### src/sv/zrle_pkg.sv
// ----------------------------------------------------------------------------
// zrle_pkg
// Shared types and constants of the zero run-length encoder.
// ----------------------------------------------------------------------------
package zrle_pkg;

  localparam int MAX_LEN_DEFAULT = 65536;
  localparam int QUEUE_DEPTH     = 2;
  localparam int COEF_W          = 32;
  localparam int CNT_W           = 17;
  localparam logic [CNT_W-1:0] BUDGET_RESET = 17'd65536;

  typedef enum logic [1:0] {
    KIND_RUN = 2'd0,
    KIND_LIT = 2'd1,
    KIND_END = 2'd2
  } kind_t;

  typedef struct packed {
    logic                     has_run;
    logic [CNT_W-1:0]         run;
    logic                     has_lit;
    logic signed [COEF_W-1:0] lit;
    logic                     has_end;
    logic [CNT_W-1:0]         count;
  } cmd_t;

  typedef struct packed {
    logic full;
    logic empty;
  } q_status_t;

endpackage

### src/sv/zrle_front.sv
// ----------------------------------------------------------------------------
// zrle_front
// Accepts coefficients, tracks the zero run and the symbol count against the
// budget, and issues one command word per item that yields symbols.
// ----------------------------------------------------------------------------
module zrle_front #(
  parameter int MAX_LEN = zrle_pkg::MAX_LEN_DEFAULT
) (
  input  logic                                clk,
  input  logic                                rst,
  input  logic                                cfg_valid,
  output logic                                cfg_ready,
  input  logic [zrle_pkg::CNT_W-1:0]          cfg_data,
  input  logic                                in_valid,
  output logic                                in_ready,
  input  logic signed [zrle_pkg::COEF_W-1:0]  coefficient,
  input  logic                                last_sample,
  input  zrle_pkg::q_status_t                 q_stat,
  output logic                                push,
  output zrle_pkg::cmd_t                      cmd
);
  import zrle_pkg::*;

  localparam int RunW = $clog2(MAX_LEN + 1);

  logic [CNT_W-1:0]      budget;
  logic [RunW-1:0]       zero_run;
  logic [RunW-1:0]       zero_run_next;
  logic [CNT_W-1:0]      written_count;
  logic [CNT_W-1:0]      written_count_next;

  logic                  accept;
  logic                  room;
  logic                  is_zero;
  logic [RunW-1:0]       zr_inc;
  logic [RunW-1:0]       zr1;
  logic [RunW-1:0]       zr2;
  logic [RunW+CNT_W-1:0] zr1_ext;
  logic                  emit_run;
  logic                  emit_lit;
  logic                  emit_flush;
  logic [CNT_W-1:0]      wc1;
  logic [CNT_W-1:0]      wc2;
  logic [CNT_W-1:0]      wc3;

  assign cfg_ready = 1'b1;
  assign in_ready  = !q_stat.full;
  assign accept    = in_valid && in_ready;

  always_comb begin
    room     = written_count < budget;
    is_zero  = coefficient == '0;
    zr_inc   = (zero_run < RunW'(MAX_LEN)) ? zero_run + RunW'(1) : zero_run;
    zr1      = (room && is_zero) ? zr_inc : zero_run;
    zr1_ext  = {{CNT_W{1'b0}}, zr1};
    emit_run = room && !is_zero && (zero_run != '0);
    wc1      = written_count + CNT_W'(emit_run);
    emit_lit = room && !is_zero && (wc1 < budget);
    wc2      = wc1 + CNT_W'(emit_lit);
    zr2      = (room && !is_zero) ? '0 : zr1;
    emit_flush = last_sample && (zr2 != '0) && (wc2 < budget);
    wc3      = wc2 + CNT_W'(emit_flush);

    cmd.has_run = emit_run || emit_flush;
    cmd.run     = zr1_ext[CNT_W-1:0];
    cmd.has_lit = emit_lit;
    cmd.lit     = coefficient;
    cmd.has_end = last_sample;
    cmd.count   = wc3;

    push = accept && (cmd.has_run || cmd.has_lit || cmd.has_end);

    if (last_sample) begin
      zero_run_next      = '0;
      written_count_next = '0;
    end else begin
      zero_run_next      = zr2;
      written_count_next = wc2;
    end
  end

  always_ff @(posedge clk) begin
    if (rst) begin
      budget        <= BUDGET_RESET;
      zero_run      <= '0;
      written_count <= '0;
    end else begin
      if (cfg_valid && cfg_ready) begin
        budget <= cfg_data;
      end
      if (accept) begin
        zero_run      <= zero_run_next;
        written_count <= written_count_next;
      end
    end
  end

endmodule

### src/sv/zrle_queue.sv
// ----------------------------------------------------------------------------
// zrle_queue
// Short register queue of command words between the front and back parts.
// ----------------------------------------------------------------------------
module zrle_queue (
  input  logic                clk,
  input  logic                rst,
  input  logic                push,
  input  zrle_pkg::cmd_t      push_data,
  input  logic                pop,
  output zrle_pkg::cmd_t      head,
  output zrle_pkg::q_status_t q_stat
);
  import zrle_pkg::*;

  localparam int PtrW = (QUEUE_DEPTH > 1) ? $clog2(QUEUE_DEPTH) : 1;
  localparam int CntW = $clog2(QUEUE_DEPTH + 1);

  cmd_t            slots [QUEUE_DEPTH];
  logic [PtrW-1:0] wr_ptr;
  logic [PtrW-1:0] rd_ptr;
  logic [CntW-1:0] fill;

  assign head         = slots[rd_ptr];
  assign q_stat.full  = fill == CntW'(QUEUE_DEPTH);
  assign q_stat.empty = fill == '0;

  always_ff @(posedge clk) begin
    if (push) begin
      slots[wr_ptr] <= push_data;
    end
  end

  always_ff @(posedge clk) begin
    if (rst) begin
      wr_ptr <= '0;
      rd_ptr <= '0;
      fill   <= '0;
    end else begin
      if (push) begin
        wr_ptr <= (wr_ptr == PtrW'(QUEUE_DEPTH - 1)) ? '0 : wr_ptr + PtrW'(1);
      end
      if (pop) begin
        rd_ptr <= (rd_ptr == PtrW'(QUEUE_DEPTH - 1)) ? '0 : rd_ptr + PtrW'(1);
      end
      fill <= fill + CntW'(push) - CntW'(pop);
    end
  end

endmodule

### src/sv/zrle_back.sv
// ----------------------------------------------------------------------------
// zrle_back
// Walks each command word and sends its symbols, one per cycle while the
// output is not stalled, into the output register.
// ----------------------------------------------------------------------------
module zrle_back (
  input  logic                                clk,
  input  logic                                rst,
  input  zrle_pkg::cmd_t                      head,
  input  zrle_pkg::q_status_t                 q_stat,
  output logic                                pop,
  output logic                                out_valid,
  input  logic                                out_ready,
  output zrle_pkg::kind_t                     kind,
  output logic [zrle_pkg::CNT_W-1:0]          run_len,
  output logic signed [zrle_pkg::COEF_W-1:0]  literal,
  output logic [zrle_pkg::CNT_W-1:0]          symbols_written,
  output logic                                final_result
);
  import zrle_pkg::*;

  logic [2:0] done;
  logic [2:0] done_next;
  logic [2:0] pend;
  logic [2:0] pick;
  logic       load;
  logic       is_last;

  always_comb begin
    pend = {head.has_end, head.has_lit, head.has_run} & ~done;
    if (pend[0]) begin
      pick = 3'b001;
    end else if (pend[1]) begin
      pick = 3'b010;
    end else begin
      pick = 3'b100;
    end
    load      = !q_stat.empty && (!out_valid || out_ready);
    is_last   = (pend & ~pick) == 3'b000;
    pop       = load && is_last;
    done_next = is_last ? 3'b000 : (done | pick);
  end

  always_ff @(posedge clk) begin
    if (rst) begin
      done      <= '0;
      out_valid <= 1'b0;
    end else begin
      if (load) begin
        done      <= done_next;
        out_valid <= 1'b1;
      end else if (out_ready) begin
        out_valid <= 1'b0;
      end
    end
  end

  always_ff @(posedge clk) begin
    if (load) begin
      if (pick[0]) begin
        kind <= KIND_RUN;
      end else if (pick[1]) begin
        kind <= KIND_LIT;
      end else begin
        kind <= KIND_END;
      end
      run_len         <= pick[0] ? head.run : '0;
      literal         <= pick[1] ? head.lit : '0;
      symbols_written <= pick[2] ? head.count : '0;
      final_result    <= is_last;
    end
  end

endmodule

### src/sv/zero_run_length_encoder.sv
// ----------------------------------------------------------------------------
// zero_run_length_encoder
// Encodes runs of zero coefficients as run symbols and nonzero coefficients
// as literal symbols within a symbol budget, closing each array with an end
// marker that carries the symbol count.
// ----------------------------------------------------------------------------
//  channel  handshake              word
//  cfg      cfg_valid/cfg_ready    cfg_data (symbol budget)
//  in       in_valid/in_ready      coefficient, last_sample
//  out      out_valid/out_ready    kind, run_len, literal, symbols_written,
//                                  final_result
//
// An input word is taken every cycle while the command queue has room; each
// word yields zero to three symbols, and the back part sends one symbol per
// cycle while the output is not stalled, popping a word with its last symbol.
// The output register is the only limit on the sustained rate.
// A synchronous reset clears the run, the count, the queue and the budget to
// its default. A stall at the output fills the queue and then holds in_ready
// low without losing any word.
// ----------------------------------------------------------------------------
module zero_run_length_encoder #(
  parameter int MAX_LEN = zrle_pkg::MAX_LEN_DEFAULT
) (
  input  logic                                clk,
  input  logic                                rst,
  input  logic                                cfg_valid,
  output logic                                cfg_ready,
  input  logic [zrle_pkg::CNT_W-1:0]          cfg_data,
  input  logic                                in_valid,
  output logic                                in_ready,
  input  logic signed [zrle_pkg::COEF_W-1:0]  coefficient,
  input  logic                                last_sample,
  output logic                                out_valid,
  input  logic                                out_ready,
  output logic [1:0]                          kind,
  output logic [zrle_pkg::CNT_W-1:0]          run_len,
  output logic signed [zrle_pkg::COEF_W-1:0]  literal,
  output logic [zrle_pkg::CNT_W-1:0]          symbols_written,
  output logic                                final_result
);
  import zrle_pkg::*;

  cmd_t      push_cmd;
  cmd_t      head;
  q_status_t q_stat;
  logic      push;
  logic      pop;
  kind_t     out_kind;

  assign kind = out_kind;

  zrle_front #(
    .MAX_LEN(MAX_LEN)
  ) u_front (
    .clk        (clk),
    .rst        (rst),
    .cfg_valid  (cfg_valid),
    .cfg_ready  (cfg_ready),
    .cfg_data   (cfg_data),
    .in_valid   (in_valid),
    .in_ready   (in_ready),
    .coefficient(coefficient),
    .last_sample(last_sample),
    .q_stat     (q_stat),
    .push       (push),
    .cmd        (push_cmd)
  );

  zrle_queue u_queue (
    .clk      (clk),
    .rst      (rst),
    .push     (push),
    .push_data(push_cmd),
    .pop      (pop),
    .head     (head),
    .q_stat   (q_stat)
  );

  zrle_back u_back (
    .clk            (clk),
    .rst            (rst),
    .head           (head),
    .q_stat         (q_stat),
    .pop            (pop),
    .out_valid      (out_valid),
    .out_ready      (out_ready),
    .kind           (out_kind),
    .run_len        (run_len),
    .literal        (literal),
    .symbols_written(symbols_written),
    .final_result   (final_result)
  );

  a_no_push_full: assert property (@(posedge clk) disable iff (rst)
    push |-> !q_stat.full)
    else $error("command pushed into a full queue");

  a_end_is_final: assert property (@(posedge clk) disable iff (rst)
    out_valid && out_kind == KIND_END |-> final_result)
    else $error("end marker not flagged as final");

  a_count_on_end_only: assert property (@(posedge clk) disable iff (rst)
    out_valid && out_kind != KIND_END |-> symbols_written == '0)
    else $error("symbol count on a symbol other than the end marker");

  a_run_nonzero: assert property (@(posedge clk) disable iff (rst)
    out_valid && out_kind == KIND_RUN && MAX_LEN < 131072 |-> run_len != '0)
    else $error("run symbol with zero length");

endmodule
### config.mk
export PLATFORM = sky130hd
export DESIGN_NAME = zero_run_length_encoder
export DESIGN_NICKNAME = d
export VERILOG_FILES = /design/src/sv/zrle_pkg.sv /design/src/sv/zrle_front.sv /design/src/sv/zrle_queue.sv /design/src/sv/zrle_back.sv /design/src/sv/zero_run_length_encoder.sv
export SDC_FILE = /design/constraint.sdc
export NUM_CORES = 1
export LEC_CHECK = 0
export BUFFER_PORTS_ARGS = -buffer_cell sky130_fd_sc_hd__buf_2
export CORE_MARGIN = 5
export CORE_UTILIZATION = 40
export DETAILED_ROUTE_END_ITERATION = 10
export HOLD_SLACK_MARGIN = 0.03
export PLACE_DENSITY_LB_ADDON = 0.25
export SYNTH_ARGS = -nofsm -noshare
export SYNTH_HDL_FRONTEND = slang
export SYNTH_SLANG_ARGS = --single-unit
### constraint.sdc
create_clock -name clk -period 15.8 [get_ports clk]
set_input_delay 3.16 -clock clk [delete_from_list [all_inputs] [get_ports clk]]
set_output_delay 3.16 -clock clk [all_outputs]
set_load 0.02 [all_outputs]
# [After elaboration in Yosys (flattened, before gate mapping)]
# Memory sizes are Yosys's and may differ from the RTL's. A register that Yosys moved wholly into a read port is not among the register bits.
# Cells that the tools add are included.
[word_totals] wordCells=73 ff_bits=128 memories=1 output_inout_bits=72 mem_bits_rw=138 inputBits=55 latch_bits=0 mem_bits_ro=0
[mem_list] memory="u_queue.slots" words=2 word_bits=69 read_ports=1 rd_clocked_by_memory_dff=1 write_ports=1 line_no="zrle_queue.sv:19" rtl="cmd_t slots [QUEUE_DEPTH];"
[op_classes] muxes=17 n_reduce_logical=24 eq_ne=1 shift=0 mul=0 div_mod_pow=0 bitwise_logic=5 n_addsub=8 magnitude_cmp=4
[op_table] operator="$mux 17" n=5
[op_table] operator="$add 17x1->17" n=3
[op_table] operator="$lt 17x17->1" n=3
[op_table] operator="$reduce_bool 17->1" n=2
[op_table] operator="$logic_not 32->1" n=1
[op_table] operator="$add 17x1->17 const B" n=1
[op_table] operator="$lt 17x17->1 const B" n=1
[op_table] operator="$logic_and 1x1->1" n=10
[op_table] operator="$mux 3" n=3
[op_table] operator="$mux 1" n=8
[op_table] operator="$and 3x3->3" n=2
[op_table] operator="$not 3->3" n=2
[op_table] operator="$logic_not 1->1" n=4
[op_table] operator="$logic_or 1x1->1" n=4
[op_table] operator="$logic_not 3->1" n=1
[op_table] operator="$or 3x3->3" n=1
[op_table] operator="$add 1x1->1 const B" n=2
[op_table] operator="$add 2x1->2" n=1
[op_table] operator="$eq 2x2->1 const B" n=1
[op_table] operator="$logic_not 2->1" n=1
[op_table] operator="$mux 2" n=1
[op_table] operator="$reduce_bool 2->1" n=1
[op_table] operator="$sub 2x1->2" n=1

# [Depth between registers and ports, before layout]
# Gate-level depths: netlist (run 1).
[depth] ltp_word=16 mapped_depth=40 ltp_nobuf=40

# [Hierarchy]
# Synthesis (run 1) repeated with hierarchy kept, for this count alone.
[unflattened] cells_unflattened=1105 area_unflattened_um2=13425.4
[modules_own_cells] module="zrle_front" cells_per_inst=698 area_per_inst_um2=5383.9 seq_area_each_um2=1021.0 instances=1
[modules_own_cells] module="zrle_queue" cells_per_inst=236 area_per_inst_um2=5237.5 seq_area_each_um2=4244.1 instances=1
[modules_own_cells] module="zrle_back" cells_per_inst=171 area_per_inst_um2=2803.9 seq_area_each_um2=2152.1 instances=1

# [Worst setup path after synthesis (run 1)]
# OpenSTA, ideal clock, no wires.
[synth_timing] path_type="input port to flip-flop" from="input port coefficient[16] in the netlist's numbering" to="memory u_queue.slots[0][0] in the netlist's numbering (enable)" t_required_ns=15.295 stages=34 t_arrival_ns=12.839 slack_ns=2.456 cell_sequence="nor4_1 nand4_1 or2_4 or4b_2 a21oi_1 ha_1 ha_1 nand2_1 nor3_1 and3_1 xor2_1 ha_1 a21oi_1 nor2b_1 o21ai_0 o211ai_1 nor2_1 o21ai_0 inv_1 ha_1 ha_1 o21ai_1 nor4_2 and3_1 nand3_1 xnor2_1 ha_1 and3_1 a2111oi_0 o21ai_0 a41oi_1 nor3_1 a31oi_4 nor2b_1"
[synth_lines] item="start, declared" line_no="zero_run_length_encoder.sv:31" rtl="input logic signed [zrle_pkg::COEF_W-1:0] coefficient,"
[synth_lines] item="end, declared" line_no="zrle_queue.sv:19"

==> qor.yml, run 1 <==
cts_tree: "built"
io_buffer_count: 125
cts_hold_buf: 0
pre_cts_ws_ns: 2.842
ys_seq_area_frac: 0.5843
overflow: 0
fin_total_pwr_mw: 2.212
rsz0062_at_grt: "no"
numCtsBuffers: 29
worstPathArrival_ns: 12.53
critPathRequiredTime_ns: 15.95
r2r_slack_ns: 4.95
cp-start-kind: "primary input"
r2r_start: "u_front.written_count[2]"
yosys-top-cells-area: "edfxtp_1, dfxtp_1, mux2i_1, ha_1, nor2_1"
yosys.area.top_type: "edfxtp_1"
synth_top_area_share: 0.4897
hold_depth: 1
drive_gt1_frac: 0.1807
dp.cells: 1533
gp_congestion: 0.9131
synth_common_cells: "edfxtp_1, nor2_1, mux2i_1"
postPlaceCellArea_mm2: 0.01368
ys_warn_count: 0
cp-end-kind: "flip-flop"
setup_viol: 0
ys_seq_elements: 267
drv_slew: 0
antenna_found_initial: 0
insertion_delay_ns: 0.53
reg2reg_depth: 36
nFillCells: 2856
fin_tns_setup_ns: 0
worst_slack_ns: 3.421
n_antenna_cell: 0
cts_post_setup_buffers_inserted: 0
synth-async-reset-ratio: 0
ys_types: 73
syn2layout_area_growth_pct: 15.45
synth_most_common_cell: "edfxtp_1"
hold_path.class: "flip-flop to flip-flop"
ant_nets: 0
period_share: 0.7835
worstSetupPathType: "primary input to flip-flop"
crit_fanout: 67
cp_slowest_cell: "buf_4"
clk_pin_slew_ns: 0.06
die_y_um: 188.1
routed_wl_mm: 28.26
skew_ns: 0.01095
nNetsFinal: 1276
wl_per_cell_um: 17.82
period_needed_ns: 12.38
cp_slowest_stage_delay_ns: 0.72
post_synth.cell_area_avg_um2: 12.11
grt_max_degree: 70
p_leak_nw: 5.626
synth_edf_count: 207
cts_max_level: 1
dieWidth_um: 188.1
dieArea_mm2: 0.03540
grt_pass1_wl_mm: 44.86
ioPinCount: 127
fin_cells: 1586
peakVddDrop_mv: 0.08654
tightest_slew_ns: 1.179
vias: 8331
path_common_cell: "ha_1"
root_buffer: "clkbuf_16"
mappedNetlistNets: 1162
cts.sinks: 267
place_hpwl_mm: 19.49
final-hold-violation-count: 0
start_util: 0.4033
maxSlewHeadroom: 0.2111
final_cell_area_mm2: 0.01465
synth_ff_type: "edfxtp_1"
cts_buffer_depth: 3
holdPathEnd: "u_back.done[1]"
grt_usage: 0.1533
drcViolationCount: 0
via_per_inst: 5.253
postCtsResizedCells: 0
min_from: "u_back.done[1]"
fmax_ghz: 0.08078
core-area_mm2: 0.03147
r2r_end: "u_queue.slots[0][56]"
first_iter_violations: 497
syn_area_mm2: 0.01269
fin_util: 0.4656
floorplan.rows: 65
max-cap-violations: 0
synthCells: 1048
fin_hold_ws_ns: 0.4680
powerDensity_mw_per_mm2: 150.9
firstDrtPassIters: 5
first_global_vias: 8142
status: "completed"
[power by group]
part / leakage, nW / switching [mW] / internal [mW] / total (mW)
combinational: 2.71 / 0.365 / 0.169 / 0.534
clock: 0.471 / 0.269 / 0.412 / 0.682
sequential: 2.44 / 0.0440 / 0.952 / 0.996
[final cells by class]
cell class,count,area (um2),share of cell area
timing repair buffer,133,685.7,0.04679
clock buffer,39,815.8,0.05567
clock inverter,14,160.2,0.01093
sequential,267,7421,0.5064
multi-input combinational,691,4918,0.3356
tap,402,503.0,0.03432
inverter,40,150.1,0.01025
[critical path, delay by kind of cell]
kind	cells	cell delay, ns
xor+xnor	2	0.79
buf+inv	3	0.99
simple gates	15	3.52
fa+ha+maj	6	1.64
compound gates	10	2.31
[sequential cells by signal, indices dropped and copies added (netlist names), 3 cells and up, named ones only]
register,count
u_queue.slots,138
u_back.literal,32
u_back.run_len,17
u_back.symbols_written,17
u_front.budget,17
u_front.written_count,17
u_front.zero_run,17
u_back.done,3
[cell usage in the layout (no fill, tap or decap), drive strengths merged, types with 16 or more instances in the layout]
master	count
a21oi	38
a22oi	22
and3	16
buf	133
clkbuf	39
dfxtp	60
edfxtp	207
ha	59
inv	42
mux2i	85
nand2	38
nand3	31
nand4	18
nor2	148
nor3	16
nor4	17
o21ai	30
xnor2	42
xor2	26
[cells by family (layout without fill, tap and decap cells)]
kind of cell,Yosys count,after routing,share of synthesized area
fa+ha+maj,59,59,0.05816
flops,267,267,0.5843
other cells,1,1,0.0002954
buf+inv,90,226,0.02898
mux,85,85,0.06703
xor+xnor,68,68,0.05106
compound gates,137,137,0.07009
simple gates,341,341,0.1401
[how the worst max path moves through the flow]
stage	slack, ns	startpoint	end
2_1_floorplan	2.46	coefficient[16]	u_queue.slots[0][0]
3_3_place_gp	3.03	coefficient[0]	u_queue.slots[0][60]
3_5_place_dp	2.84	coefficient[0]	u_queue.slots[0][60]
4_1_cts	3.40	coefficient[0]	u_queue.slots[0][57]
5_1_grt	2.66	coefficient[0]	u_queue.slots[0][56]
6_report	3.42	coefficient[0]	u_queue.slots[0][56]
[layer usage]
metal | GRT usage | vias up | part of all wire
met4 | 0.02795 | 0 | 0.014
met3 | 0.02252 | 35 | 0.044
li1 | - | 4076 | -
met2 | 0.2464 | 182 | 0.46
met5 | 0 | - | 0
met1 | 0.2240 | 4038 | 0.48
(Power assumes the default switching activity.)
==> inputs of run 2 (changes only) <==
--- a/config.mk
+++ b/config.mk
@@ -5,6 +5,7 @@
 export SDC_FILE = /design/constraint.sdc
 export NUM_CORES = 1
 export LEC_CHECK = 0
+export ABC_AREA = 1
 export BUFFER_PORTS_ARGS = -buffer_cell sky130_fd_sc_hd__buf_2
 export CORE_MARGIN = 5
 export CORE_UTILIZATION = 40
==> constraint.sdc (replaced) <==
create_clock -name clk -period 11 [get_ports clk]
set_input_delay 2.2 -clock clk [delete_from_list [all_inputs] [get_ports clk]]
set_output_delay 2.2 -clock clk [all_outputs]
set_load 0.02 [all_outputs]
==> run 2 against run 1 <==
Effect of this change: clock-buffer cell count is 1 higher; global-route usage is 1.6 points higher; via count is 17% higher; non-clock buffer count is 12 higher; sequential cell count stayed put; register-to-register slack worse by 3.6 ns; sequential power is 44% higher; clock skew is 0.0051 ns higher; power is 47% higher; die area is 1.9% higher; critical path depth is 22 higher; highest routed layer unchanged.
==> qor.yml, run 2 <==
final-hold-violation-count: 0
ant_nets: 0
cp_slowest_stage_delay_ns: 0.40
cts_max_level: 1
synth_ff_type: "edfxtp_1"
rsz0062_at_grt: "no"
fin_tns_setup_ns: 0
yosys-top-cells-area: "edfxtp_1, nand2_1, dfxtp_1, ha_1, a21oi_1"
worstSetupPathType: "primary input to flip-flop"
fmax_ghz: 0.1001
cts_buffer_depth: 3
first_iter_violations: 667
synth_most_common_cell: "nand2_1"
drcViolationCount: 0
io_buffer_count: 125
numCtsBuffers: 29
synth_edf_count: 207
synth_top_area_share: 0.4800
overflow: 0
pre_cts_ws_ns: 0.4765
final_cell_area_mm2: 0.01514
p_leak_nw: 6.197
hold_path.class: "flip-flop to flip-flop"
dieArea_mm2: 0.03607
period_needed_ns: 9.988
cp-start-kind: "primary input"
mostFrequentLayoutCell: "nand2_1"
root_buffer: "clkbuf_16"
mappedNetlistNets: 1497
floorplan.rows: 65
final_cell_mix: "nand2_1, edfxtp_1, a21oi_1"
worstPathArrival_ns: 10.28
antenna_found_initial: 0
ys_seq_area_frac: 0.5728
drv_slew: 0
ys_warn_count: 0
ys_types: 42
reg.largest.list: "u_queue.slots: 138 flops, u_back.literal: 32 flops"
first_global_vias: 9276
dieWidth_um: 189.9
synthCells: 1383
routed_wl_mm: 31.10
fin_util: 0.4760
nFillCells: 2989
critPathRequiredTime_ns: 11.30
worst_slack_ns: 1.012
cp_slowest_cell: "a31oi_1"
crit_fanout: 5
start_util: 0.4072
fin_total_pwr_mw: 3.242
ys_seq_elements: 267
synth_common_cells: "nand2_1, edfxtp_1, a21oi_1"
syn2layout_area_growth_pct: 16.90
insertion_delay_ns: 0.55
vias: 9782
via_per_inst: 4.981
grt_usage: 0.1694
die_y_um: 189.9
cts.sinks: 267
peakVddDrop_mv: 0.1682
synth-async-reset-ratio: 0
place_hpwl_mm: 21.59
powerDensity_mw_per_mm2: 214.2
tightest_slew_ns: 1.151
reg2reg_depth: 57
postCtsResizedCells: 0
cp-end-kind: "flip-flop"
clk_pin_slew_ns: 0.07
period_share: 0.9080
post_synth.cell_area_avg_um2: 9.363
drive_gt1_frac: 0.1557
max-cap-violations: 0
hold_depth: 2
maxSlewHeadroom: 0.2317
syn_area_mm2: 0.01295
largest_reg_flops: 138
yosys.area.top_type: "edfxtp_1"
core-area_mm2: 0.03180
postPlaceCellArea_mm2: 0.01412
setup_viol: 0
firstDrtPassIters: 5
largest-register: "u_queue.slots"
n_antenna_cell: 0
status: "completed"
cts_post_setup_buffers_inserted: 0
nNetsFinal: 1622
ioPinCount: 127
cts_hold_buf: 0
wl_per_cell_um: 15.83
cts_tree: "built"
gp_congestion: 0.9192
skew_ns: 0.01607
grt_max_degree: 74
grt_pass1_wl_mm: 49.87
-- run 2: metal layers --
metal	routed length [um]	track usage	up-vias
met3	1816	0.02330	42
met4	527	0.03478	0
met1	14780	0.2469	4597
met2	13980	0.2723	248
met5	0	0	-
li1	-	-	4895
-- run 2: final timing paths --
path | start | endpoint | slack (ns)
hold / removal | u_back.done[1] | u_back.done[1] | 0.45
hold reg to reg | u_back.done[1] | u_back.done[1] | 0.45
setup / recovery | coefficient[29] | u_queue.slots[0][14] | 1.01
setup reg to reg | u_front.written_count[4] | u_queue.slots[0][14] | 1.34
-- run 2: worst max-delay path: cells and delay by family --
kind | cells | cell delay (ns)
adder cells (fa/ha/maj) | 8 | 1.77
buffers and inverters | 6 | 0.51
XOR/XNOR | 2 | 0.43
AND/OR/NAND/NOR | 36 | 3.97
AO/OA/AOI/OAI | 6 | 1.37
-- run 2: power by group --
part / leakage [nW] / switching (mW) / internal [mW]
Sequential: 2.47 / 0.0543 / 1.38
Clock: 0.489 / 0.401 / 0.604
Combinational: 3.24 / 0.605 / 0.200
Total: 6.20 / 1.06 / 2.18
-- run 2: per-stage QoR --
stage | hold slack, ns | instances
2_1_floorplan | 0.4224 | 1383
3_3_place_gp | 0.4303 | 1912
3_5_place_dp | 0.4417 | 1912
4_1_cts | 0.4520 | 1964
5_1_grt | 0.4798 | 1964
6_report | 0.4533 | 1964
-- run 2: cells by family (layout without fill, tap and decap cells) --
| logic type | Yosys count | after routing | synth area share |
|---|---|---|---|
| muxes | 1 | 1 | 0.0007731 |
| buffers and inverters | 171 | 317 | 0.05025 |
| AOI/OAI and AO/OA | 200 | 200 | 0.07953 |
| other | 1 | 1 | 0.0002896 |
| and+or+nand+nor | 649 | 649 | 0.2122 |
| adders and majority gates | 59 | 59 | 0.05701 |
| DFF | 267 | 267 | 0.5728 |
| xor gates and xnor gates | 35 | 35 | 0.02715 |
-- run 2: final cells by class --
type,instances,area (um2),area share
flip-flops and latches,267,7418,0.4901
clock inverters,12,145.1,0.009588
inverters,120,450.4,0.02976
clock buffers,40,870.8,0.05753
repair buffers,145,800.8,0.05290
multi-input cells,945,4907,0.3242
well taps,435,544.3,0.03596
